--- src/rtl/ssii_pkg.sv ---
package ssii_pkg;

    // Field widths
    localparam int VAL_W  = 32;
    localparam int CMD_W  = 2;
    localparam int STAT_W = 3;

    // Default capacity of each set
    localparam int SET_DEPTH_DEF = 16;

    // Command codes
    localparam logic [CMD_W-1:0] CMD_INS_A = 2'd0;
    localparam logic [CMD_W-1:0] CMD_INS_B = 2'd1;
    localparam logic [CMD_W-1:0] CMD_ISECT = 2'd2;
    localparam logic [CMD_W-1:0] CMD_CLEAR = 2'd3;

    // Result status codes
    localparam logic [STAT_W-1:0] ST_INSERTED  = 3'd0;
    localparam logic [STAT_W-1:0] ST_DUPLICATE = 3'd1;
    localparam logic [STAT_W-1:0] ST_FULL      = 3'd2;
    localparam logic [STAT_W-1:0] ST_COMMON    = 3'd3;
    localparam logic [STAT_W-1:0] ST_EMPTY     = 3'd4;
    localparam logic [STAT_W-1:0] ST_CLEARED   = 3'd5;

    // Operation broadcast to every cell of a chain
    typedef enum logic [1:0] {
        OP_HOLD,
        OP_CMP,
        OP_INS,
        OP_ROT
    } t_cell_op;

    typedef struct packed {
        t_cell_op                op;
        logic signed [VAL_W-1:0] key;
    } t_cell_ctrl;

endpackage

--- src/rtl/ssii_cell.sv ---
module ssii_cell (
    input  logic                               i_clk,
    input  logic                               i_rst_n,
    input  ssii_pkg::t_cell_ctrl               i_ctrl,
    input  logic                               i_occ,
    input  logic                               i_tail,
    input  logic                               i_prev_lt,
    input  logic signed [ssii_pkg::VAL_W-1:0]  i_prev_value,
    input  logic signed [ssii_pkg::VAL_W-1:0]  i_next_value,
    input  logic signed [ssii_pkg::VAL_W-1:0]  i_head_value,
    output logic signed [ssii_pkg::VAL_W-1:0]  o_value,
    output logic                               o_lt,
    output logic                               o_eq
);

    logic signed [ssii_pkg::VAL_W-1:0] r_value;
    logic                              r_lt;
    logic                              r_eq;

    // Compare the stored entry against the key; empty entries never match
    always_ff @(posedge i_clk) begin
        if (!i_rst_n) begin
            r_lt <= 1'b0;
            r_eq <= 1'b0;
        end else if (i_ctrl.op == ssii_pkg::OP_CMP) begin
            r_lt <= i_occ && (r_value < i_ctrl.key);
            r_eq <= i_occ && (r_value == i_ctrl.key);
        end
    end

    // Keep, take the key, shift up from below, or rotate down toward the head
    always_ff @(posedge i_clk) begin
        unique case (i_ctrl.op)
            ssii_pkg::OP_INS: begin
                if (!r_lt) begin
                    r_value <= i_prev_lt ? i_ctrl.key : i_prev_value;
                end
            end
            ssii_pkg::OP_ROT: begin
                r_value <= i_tail ? i_head_value : i_next_value;
            end
            ssii_pkg::OP_HOLD, ssii_pkg::OP_CMP: begin
                r_value <= r_value;
            end
            default: begin
                r_value <= r_value;
            end
        endcase
    end

    assign o_value = r_value;
    assign o_lt    = r_lt;
    assign o_eq    = r_eq;

endmodule

--- src/rtl/ssii_chain.sv ---
module ssii_chain #(
    parameter int DEPTH = ssii_pkg::SET_DEPTH_DEF,
    localparam int CNT_W = $clog2(DEPTH + 1)
) (
    input  logic                               i_clk,
    input  logic                               i_rst_n,
    input  ssii_pkg::t_cell_ctrl               i_ctrl,
    input  logic [CNT_W-1:0]                   i_count,
    output logic signed [ssii_pkg::VAL_W-1:0]  o_head,
    output logic                               o_dup
);

    logic [DEPTH-1:0]                  lt;
    logic [DEPTH-1:0]                  eq;
    logic signed [ssii_pkg::VAL_W-1:0] val [DEPTH];

    // Build the row of cells; each sees its lower and upper neighbor
    for (genvar g = 0; g < DEPTH; g++) begin : g_cell
        logic                              prev_lt;
        logic signed [ssii_pkg::VAL_W-1:0] prev_val;
        logic signed [ssii_pkg::VAL_W-1:0] next_val;
        logic                              occ;
        logic                              tail;

        if (g == 0) begin : g_first
            assign prev_lt  = 1'b1;
            assign prev_val = i_ctrl.key;
        end else begin : g_inner
            assign prev_lt  = lt[g-1];
            assign prev_val = val[g-1];
        end

        if (g == DEPTH - 1) begin : g_top
            assign next_val = val[0];
        end else begin : g_below
            assign next_val = val[g+1];
        end

        assign occ  = CNT_W'(g) < i_count;
        assign tail = CNT_W'(g + 1) == i_count;

        ssii_cell u_cell (
            .i_clk        (i_clk),
            .i_rst_n      (i_rst_n),
            .i_ctrl       (i_ctrl),
            .i_occ        (occ),
            .i_tail       (tail),
            .i_prev_lt    (prev_lt),
            .i_prev_value (prev_val),
            .i_next_value (next_val),
            .i_head_value (val[0]),
            .o_value      (val[g]),
            .o_lt         (lt[g]),
            .o_eq         (eq[g])
        );
    end

    assign o_head = val[0];
    assign o_dup  = |eq;

endmodule

--- src/rtl/sorted_set_insert_intersect_top.sv ---
// Insert and clear: accepted in idle, result registered from the insert or reply state
//   (insert compares in all cells, then shifts); the input stalls until it is placed.
// Intersect: a merge walk, one head compare per cycle over the rotating cell chains
//   while no match waits on a stalled output, then a flush, then the chains rotate
//   back to order. One command is in flight; output stalls hold the walk.
// Reset (synchronous, active low) empties both sets and drops any pending result.
module sorted_set_insert_intersect_top #(
    parameter int SET_DEPTH = ssii_pkg::SET_DEPTH_DEF
) (
    input  logic                               i_clk,
    input  logic                               i_rst_n,
    input  logic                               i_in_valid,
    output logic                               o_in_stall,
    input  logic [ssii_pkg::CMD_W-1:0]         i_command,
    input  logic signed [ssii_pkg::VAL_W-1:0]  i_value,
    output logic                               o_out_valid,
    input  logic                               i_out_stall,
    output logic signed [ssii_pkg::VAL_W-1:0]  o_out_value,
    output logic [ssii_pkg::STAT_W-1:0]        o_status,
    output logic                               o_last
);

    localparam int CNT_W = $clog2(SET_DEPTH + 1);

    typedef enum logic [2:0] {
        S_IDLE,
        S_INS,
        S_REPLY,
        S_MERGE,
        S_FLUSH,
        S_RESTORE
    } t_state;

    t_state                            r_state, n_state;
    logic [ssii_pkg::CMD_W-1:0]        r_cmd, n_cmd;
    logic signed [ssii_pkg::VAL_W-1:0] r_key, n_key;
    logic [CNT_W-1:0]                  r_cnt_a, n_cnt_a;
    logic [CNT_W-1:0]                  r_cnt_b, n_cnt_b;
    logic [CNT_W-1:0]                  r_i, n_i;
    logic [CNT_W-1:0]                  r_j, n_j;
    logic                              r_pend_valid, n_pend_valid;
    logic signed [ssii_pkg::VAL_W-1:0] r_pend_value, n_pend_value;
    logic [ssii_pkg::STAT_W-1:0]       r_rep_status, n_rep_status;
    logic                              r_out_valid;
    logic signed [ssii_pkg::VAL_W-1:0] r_out_value;
    logic [ssii_pkg::STAT_W-1:0]       r_out_status;
    logic                              r_out_last;

    ssii_pkg::t_cell_ctrl              ctrl_a, ctrl_b;
    logic signed [ssii_pkg::VAL_W-1:0] head_a, head_b;
    logic                              dup_a, dup_b;
    logic                              out_free;
    logic                              emit;
    logic signed [ssii_pkg::VAL_W-1:0] emit_value;
    logic [ssii_pkg::STAT_W-1:0]       emit_status;
    logic                              emit_last;
    logic                              sel_b;
    logic                              ins_dup;
    logic                              ins_full;

    ssii_chain #(.DEPTH(SET_DEPTH)) u_chain_a (
        .i_clk   (i_clk),
        .i_rst_n (i_rst_n),
        .i_ctrl  (ctrl_a),
        .i_count (r_cnt_a),
        .o_head  (head_a),
        .o_dup   (dup_a)
    );

    ssii_chain #(.DEPTH(SET_DEPTH)) u_chain_b (
        .i_clk   (i_clk),
        .i_rst_n (i_rst_n),
        .i_ctrl  (ctrl_b),
        .i_count (r_cnt_b),
        .o_head  (head_b),
        .o_dup   (dup_b)
    );

    assign out_free = !r_out_valid || !i_out_stall;
    assign sel_b    = r_cmd == ssii_pkg::CMD_INS_B;
    assign ins_dup  = sel_b ? dup_b : dup_a;
    assign ins_full = sel_b ? (r_cnt_b == CNT_W'(SET_DEPTH)) : (r_cnt_a == CNT_W'(SET_DEPTH));

    // Sequence one command: drive the chains and pick the next transaction to emit
    always_comb begin
        n_state      = r_state;
        n_cmd        = r_cmd;
        n_key        = r_key;
        n_cnt_a      = r_cnt_a;
        n_cnt_b      = r_cnt_b;
        n_i          = r_i;
        n_j          = r_j;
        n_pend_valid = r_pend_valid;
        n_pend_value = r_pend_value;
        n_rep_status = r_rep_status;
        ctrl_a       = '{op: ssii_pkg::OP_HOLD, key: r_key};
        ctrl_b       = '{op: ssii_pkg::OP_HOLD, key: r_key};
        emit         = 1'b0;
        emit_value   = '0;
        emit_status  = ssii_pkg::ST_EMPTY;
        emit_last    = 1'b1;

        unique case (r_state)
            S_IDLE: begin
                if (i_in_valid) begin
                    n_cmd = i_command;
                    n_key = i_value;
                    unique case (i_command)
                        ssii_pkg::CMD_INS_A: begin
                            ctrl_a  = '{op: ssii_pkg::OP_CMP, key: i_value};
                            n_state = S_INS;
                        end
                        ssii_pkg::CMD_INS_B: begin
                            ctrl_b  = '{op: ssii_pkg::OP_CMP, key: i_value};
                            n_state = S_INS;
                        end
                        ssii_pkg::CMD_ISECT: begin
                            n_i          = '0;
                            n_j          = '0;
                            n_pend_valid = 1'b0;
                            n_state      = S_MERGE;
                        end
                        ssii_pkg::CMD_CLEAR: begin
                            n_cnt_a      = '0;
                            n_cnt_b      = '0;
                            n_rep_status = ssii_pkg::ST_CLEARED;
                            n_state      = S_REPLY;
                        end
                    endcase
                end
            end
            S_INS: begin
                if (out_free) begin
                    emit       = 1'b1;
                    emit_value = r_key;
                    n_state    = S_IDLE;
                    priority if (ins_dup) begin
                        emit_status = ssii_pkg::ST_DUPLICATE;
                    end else if (ins_full) begin
                        emit_status = ssii_pkg::ST_FULL;
                    end else begin
                        emit_status = ssii_pkg::ST_INSERTED;
                        if (sel_b) begin
                            ctrl_b  = '{op: ssii_pkg::OP_INS, key: r_key};
                            n_cnt_b = r_cnt_b + CNT_W'(1);
                        end else begin
                            ctrl_a  = '{op: ssii_pkg::OP_INS, key: r_key};
                            n_cnt_a = r_cnt_a + CNT_W'(1);
                        end
                    end
                end
            end
            S_REPLY: begin
                if (out_free) begin
                    emit        = 1'b1;
                    emit_status = r_rep_status;
                    n_state     = S_IDLE;
                end
            end
            S_MERGE: begin
                if (r_i < r_cnt_a && r_j < r_cnt_b) begin
                    priority if (head_a < head_b) begin
                        ctrl_a.op = ssii_pkg::OP_ROT;
                        n_i       = r_i + CNT_W'(1);
                    end else if (head_a > head_b) begin
                        ctrl_b.op = ssii_pkg::OP_ROT;
                        n_j       = r_j + CNT_W'(1);
                    end else if (!r_pend_valid || out_free) begin
                        // Push the previous common element out; hold this one back
                        emit         = r_pend_valid;
                        emit_value   = r_pend_value;
                        emit_status  = ssii_pkg::ST_COMMON;
                        emit_last    = 1'b0;
                        n_pend_valid = 1'b1;
                        n_pend_value = head_a;
                        ctrl_a.op    = ssii_pkg::OP_ROT;
                        ctrl_b.op    = ssii_pkg::OP_ROT;
                        n_i          = r_i + CNT_W'(1);
                        n_j          = r_j + CNT_W'(1);
                    end
                end else begin
                    n_state = S_FLUSH;
                end
            end
            S_FLUSH: begin
                if (out_free) begin
                    emit         = 1'b1;
                    emit_value   = r_pend_valid ? r_pend_value : '0;
                    emit_status  = r_pend_valid ? ssii_pkg::ST_COMMON : ssii_pkg::ST_EMPTY;
                    n_pend_valid = 1'b0;
                    n_state      = S_RESTORE;
                end
            end
            S_RESTORE: begin
                // Rotate each chain until it has turned through all its entries
                if (r_i < r_cnt_a) begin
                    ctrl_a.op = ssii_pkg::OP_ROT;
                    n_i       = r_i + CNT_W'(1);
                end
                if (r_j < r_cnt_b) begin
                    ctrl_b.op = ssii_pkg::OP_ROT;
                    n_j       = r_j + CNT_W'(1);
                end
                if (r_i == r_cnt_a && r_j == r_cnt_b) begin
                    n_state = S_IDLE;
                end
            end
            default: begin
                n_state = S_IDLE;
            end
        endcase
    end

    // Hold state, set counts and the output register
    always_ff @(posedge i_clk) begin
        if (!i_rst_n) begin
            r_state      <= S_IDLE;
            r_cnt_a      <= '0;
            r_cnt_b      <= '0;
            r_i          <= '0;
            r_j          <= '0;
            r_pend_valid <= 1'b0;
            r_out_valid  <= 1'b0;
        end else begin
            r_state      <= n_state;
            r_cnt_a      <= n_cnt_a;
            r_cnt_b      <= n_cnt_b;
            r_i          <= n_i;
            r_j          <= n_j;
            r_pend_valid <= n_pend_valid;
            if (emit) begin
                r_out_valid <= 1'b1;
            end else if (!i_out_stall) begin
                r_out_valid <= 1'b0;
            end
        end
        r_cmd        <= n_cmd;
        r_key        <= n_key;
        r_pend_value <= n_pend_value;
        r_rep_status <= n_rep_status;
        if (emit) begin
            r_out_value  <= emit_value;
            r_out_status <= emit_status;
            r_out_last   <= emit_last;
        end
    end

    assign o_in_stall  = r_state != S_IDLE;
    assign o_out_valid = r_out_valid;
    assign o_out_value = r_out_value;
    assign o_status    = r_out_status;
    assign o_last      = r_out_last;

    // Set counts stay within capacity
    a_cnt_bound: assert property (@(posedge i_clk) disable iff (!i_rst_n)
        r_cnt_a <= CNT_W'(SET_DEPTH) && r_cnt_b <= CNT_W'(SET_DEPTH))
        else $error("set count exceeds capacity");

    // Merge and restore pointers never pass the counts
    a_ptr_bound: assert property (@(posedge i_clk) disable iff (!i_rst_n)
        (r_state == S_MERGE || r_state == S_RESTORE) |-> (r_i <= r_cnt_a && r_j <= r_cnt_b))
        else $error("merge pointer beyond set count");

    // A held-back common element exists only during an intersect walk
    a_pend_scope: assert property (@(posedge i_clk) disable iff (!i_rst_n)
        r_pend_valid |-> (r_state == S_MERGE || r_state == S_FLUSH))
        else $error("pending element outside intersect");

    // Flush always places the closing transaction of an intersect
    a_flush_last: assert property (@(posedge i_clk) disable iff (!i_rst_n)
        (r_state == S_FLUSH && out_free) |=> (r_out_valid && r_out_last))
        else $error("intersect closed without last marker");

endmodule

--- config.mk ---
export PLATFORM = sky130hd
export DESIGN_NAME = sorted_set_insert_intersect_top
export DESIGN_NICKNAME = d
export VERILOG_FILES = /design/src/rtl/ssii_pkg.sv /design/src/rtl/ssii_cell.sv /design/src/rtl/ssii_chain.sv /design/src/rtl/sorted_set_insert_intersect_top.sv
export SDC_FILE = /design/constraint.sdc
export NUM_CORES = 2
export LEC_CHECK = 0
export BUFFER_PORTS_ARGS = -buffer_cell sky130_fd_sc_hd__buf_2
export CAP_MARGIN = 15
export CORE_ASPECT_RATIO = 1.1
export CORE_MARGIN = 10
export CORE_UTILIZATION = 40
export DETAILED_ROUTE_END_ITERATION = 10
export GPL_ROUTABILITY_DRIVEN = 0
export HOLD_SLACK_MARGIN = 0.05
export SYNTH_ARGS = -nofsm -noshare
export SYNTH_HDL_FRONTEND = slang
export SYNTH_HIERARCHICAL = 1
export SYNTH_SLANG_ARGS = --single-unit
export TNS_END_PERCENT = 10
--- constraint.sdc ---
create_clock -name i_clk -period 12.31 [get_ports i_clk]
set_input_delay 2.462 -clock i_clk [delete_from_list [all_inputs] [get_ports i_clk]]
set_output_delay 2.462 -clock i_clk [all_outputs]
set_load 0.01 [all_outputs]
==> impl_results.md <==
- Slew margin rel.: 13.64%
- Via count: 85,180
- CP startpoint kind: flip-flop
- Total Routing Usage GR: 26.09%
- DRT Pass-1 Iters: 7
- Row count: 191
- Slowest-stage cell, CP: edfxtp_1
- Grt ovf: 0
- Post-synth EDFFs: 1,126
- CTS tree: yes
- Commonest cells in the netlist: 1,442 x a21oi_1, 1,126 x edfxtp_1, 1,112 x inv_1
- Clk_skew: 57.56 ps
- Lkg Pwr: 0.04023 uW
- Die footprint: 268,200 um2
- Core Region: 246,400 um2
- Count of cell types in the netlist: 69
- CTS Sinks: 1,215
- Worst skew pair latency: 860 ps
- Final setup vio count: 0
- Final HPWL DP: 254,600 um
- Worst Max-Slew Pin Slew: 1284 ps
- Highest clock rate: 146.4 MHz
- CTS Buffer Depth: 3
- First-pass GRT wire length: 540,600 um
- Max-cap violations: 0
- Starting Density: 40.23%
- Power Density: 124.9 nW/um2
- Sequential fraction of the synthesis area: 35.91%
- Share of cells above drive strength 1: 7.685%
- Remaining DRCs: 0
- Fin. Hold Viols: 0
- CP Max Fanout: 33
- Final Worst Setup Slack: 5478 ps
- Most frequent CP cell: buf_4
- Ranking of synthesized cells by area: edfxtp_1 34%, ha_1 14%, mux2i_1 10%
- Nets: 11,510
- Slowest stage delay, CP: 1080 ps
- Ys Warns: 6
- Status: complete, no violations
- Hold path cells: 2
- Synthesis-to-layout area growth: 10.11%
- IO Port Bufs: 75
- Top_reg_cell synth: edfxtp_1
- Total power: 13,640 uW
- Worst-path clk slew: 60 ps
- CTS buffer count: 152
- Mapped Nets: 11,600
- CTS H-tree depth: 4
- Initial DRC count: 7,919
- Tcrit/Tclk final: 55.50%
- Min cycle time layout: 6832 ps
- Fin Hold WS: 469.5 ps
- Most frequent cell after synthesis: a21oi_1
- Pins Over Slew Limit: 0
- Syn Std Cell Area: 99,130 um2
- I/O Pins: 76
- Cell chain of the critical path: inv_1 -> ha_1 -> nand4_1 -> nor4_2 -> buf_4 -> o31a_1 -> o21ai_1 -> a21o_1 -> a21boi_0 -> o31ai_4 -> buf_4 -> buf_4 -> a21boi_4 -> buf_4
- Post-CTS sizing: 0
- RSZ-0062 raised after global routing: no
- Setup crit end kind: flip-flop
- Cells after synthesis: 10,490
- Setup repair bufs after CTS: 0
- ANT nets after route: 0
- WP data arrival: 7350 ps
- Post-CTS Hold Fix Bufs: 0
- WL per Instance: 26.54 um
- Worst Hold Class: reg -> reg
- Final TNS setup: 0 ps
- Die Span X: 494.7 um
- Peak supply drop: 0.0001630 V
- Yosys reg bits: 1,215
- Average size of a mapped cell: 9.448 um2
- Placement Setup Slack: 5445 ps
- Largest net degree at the start of global routing: 73
- Root Buffer: clkbuf_16
- Kind of critical path: reg -> reg
- Reg2reg path depth: 14
- Required time of the worst setup path: 12,820 ps
- Ys async rst share: 0%
- Area leader, netlist: edfxtp_1
- DIE HEIGHT: 542.1 um
- Initial antenna violation count: 22
- Vias in the first global route: 83,560
- Number of vias per cell: 6.155
- Share of Yosys cell area claimed by the top area cell type: 34.11%
- Drt total wl: 367,300 um
[area by class of cell]
class,count,area [um2]
clock buffer,199,4070
clock inverter,82,834.6
multi-input combinational,7588,57740
fill,23440,137200
tap,3281,4105
sequential,1215,35630
inverter,1114,4182
antenna,31,77.57
timing repair buffer,329,2511
[worst paths after layout]
kind | from | end | slack, ps
max | u_chain_b/g_cell[0].u_cell/o_value[31] | u_chain_b/g_cell[14].u_cell/o_value[14] | 5480
min reg2reg | u_chain_a/g_cell[9].u_cell/o_eq | u_chain_a/g_cell[9].u_cell/o_eq | 470
max reg2reg | u_chain_b/g_cell[0].u_cell/o_value[31] | u_chain_b/g_cell[14].u_cell/o_value[14] | 5480
min | u_chain_a/g_cell[9].u_cell/o_eq | u_chain_a/g_cell[9].u_cell/o_eq | 470
[per-layer routing]
layer	share of wire (%)	routed length, um	up-vias	global-route usage (%)
met2	47	172500	3660	43.32
met1	38	141400	41440	30.77
met4	8.1	29630	6	18.52
li1	-	-	39010	-
met3	6.5	23720	1064	3.974
met5	0.0095	35	-	0
[registers in the layout, summed over array words and instances, names as in the netlist]
| name | cells |
|---|---|
| o_status | 3 |
| o_out_value | 32 |
| r_key | 32 |
| r_pend_valid | 1 |
| r_pend_value | 32 |
| u_chain_b/g_cell.u_cell/o_eq | 16 |
| r_cmd | 2 |
| u_chain_b/g_cell.u_cell/o_value | 512 |
| r_state | 3 |
| u_chain_a/g_cell.u_cell/o_value | 512 |
| u_chain_b/g_cell.u_cell/o_lt | 16 |
| r_j | 5 |
| r_cnt_a | 5 |
| u_chain_a/g_cell.u_cell/o_eq | 16 |
| r_i | 5 |
| u_chain_a/g_cell.u_cell/o_lt | 16 |
| o_last | 1 |
| o_out_valid | 1 |
| r_cnt_b | 5 |
[critical path, delay by kind of cell (launching register included)]
kind,cells,cell delay [ps]
flip-flops,1,1080
adder cells (fa/ha/maj),1,470
buffers and inverters,5,2040
AO/OA/AOI/OAI,6,2070
AND/OR/NAND/NOR,2,720
[power by group]
part | leakage, uW | internal, uW | switching (uW)
Sequential | 0.0110 | 4990 | 332
Clock | 0.00237 | 2540 | 2010
Combinational | 0.0268 | 1280 | 2470
[per-stage QoR]
stage                     instance area (um2)  instances  util [%]
final                                  109200      13840     44.30
after global routing                   109100      13820     44.29
after CTS                              108800      13800     44.14
after detailed placement               103900      13520     42.15
after global placement                 103800      13510     42.14
after floorplan                         99130      10490         -
[cells in the final DEF (no fill, tap or decap), types with 115 or more instances in the layout]
master,instances
buf_4,241
nor2b_1,1064
clkbuf_16,152
ha_1,1070
nand4_1,269
o21ai_0,115
nand3_1,150
inv_1,1112
mux2i_1,1027
a211oi_1,1058
nor2_1,190
a21oi_1,1442
edfxtp_1,1126
nand2_1,361
[cell families (layout without fill, tap and decap cells)]
kind of cell,Yosys count,count (layout),synth area share (%)
xor gates and xnor gates,9,9,0.07952
muxes,1093,1093,11.12
adders and majority gates,1070,1070,13.50
and+or+nand+nor,2357,2357,13.35
other,2,33,0.007576
AOI/OAI and AO/OA,3057,3057,19.50
buffers and inverters,1689,1724,6.537
DFF,1215,1215,35.91
No activity file was read; power rests on OpenSTA's default activity.
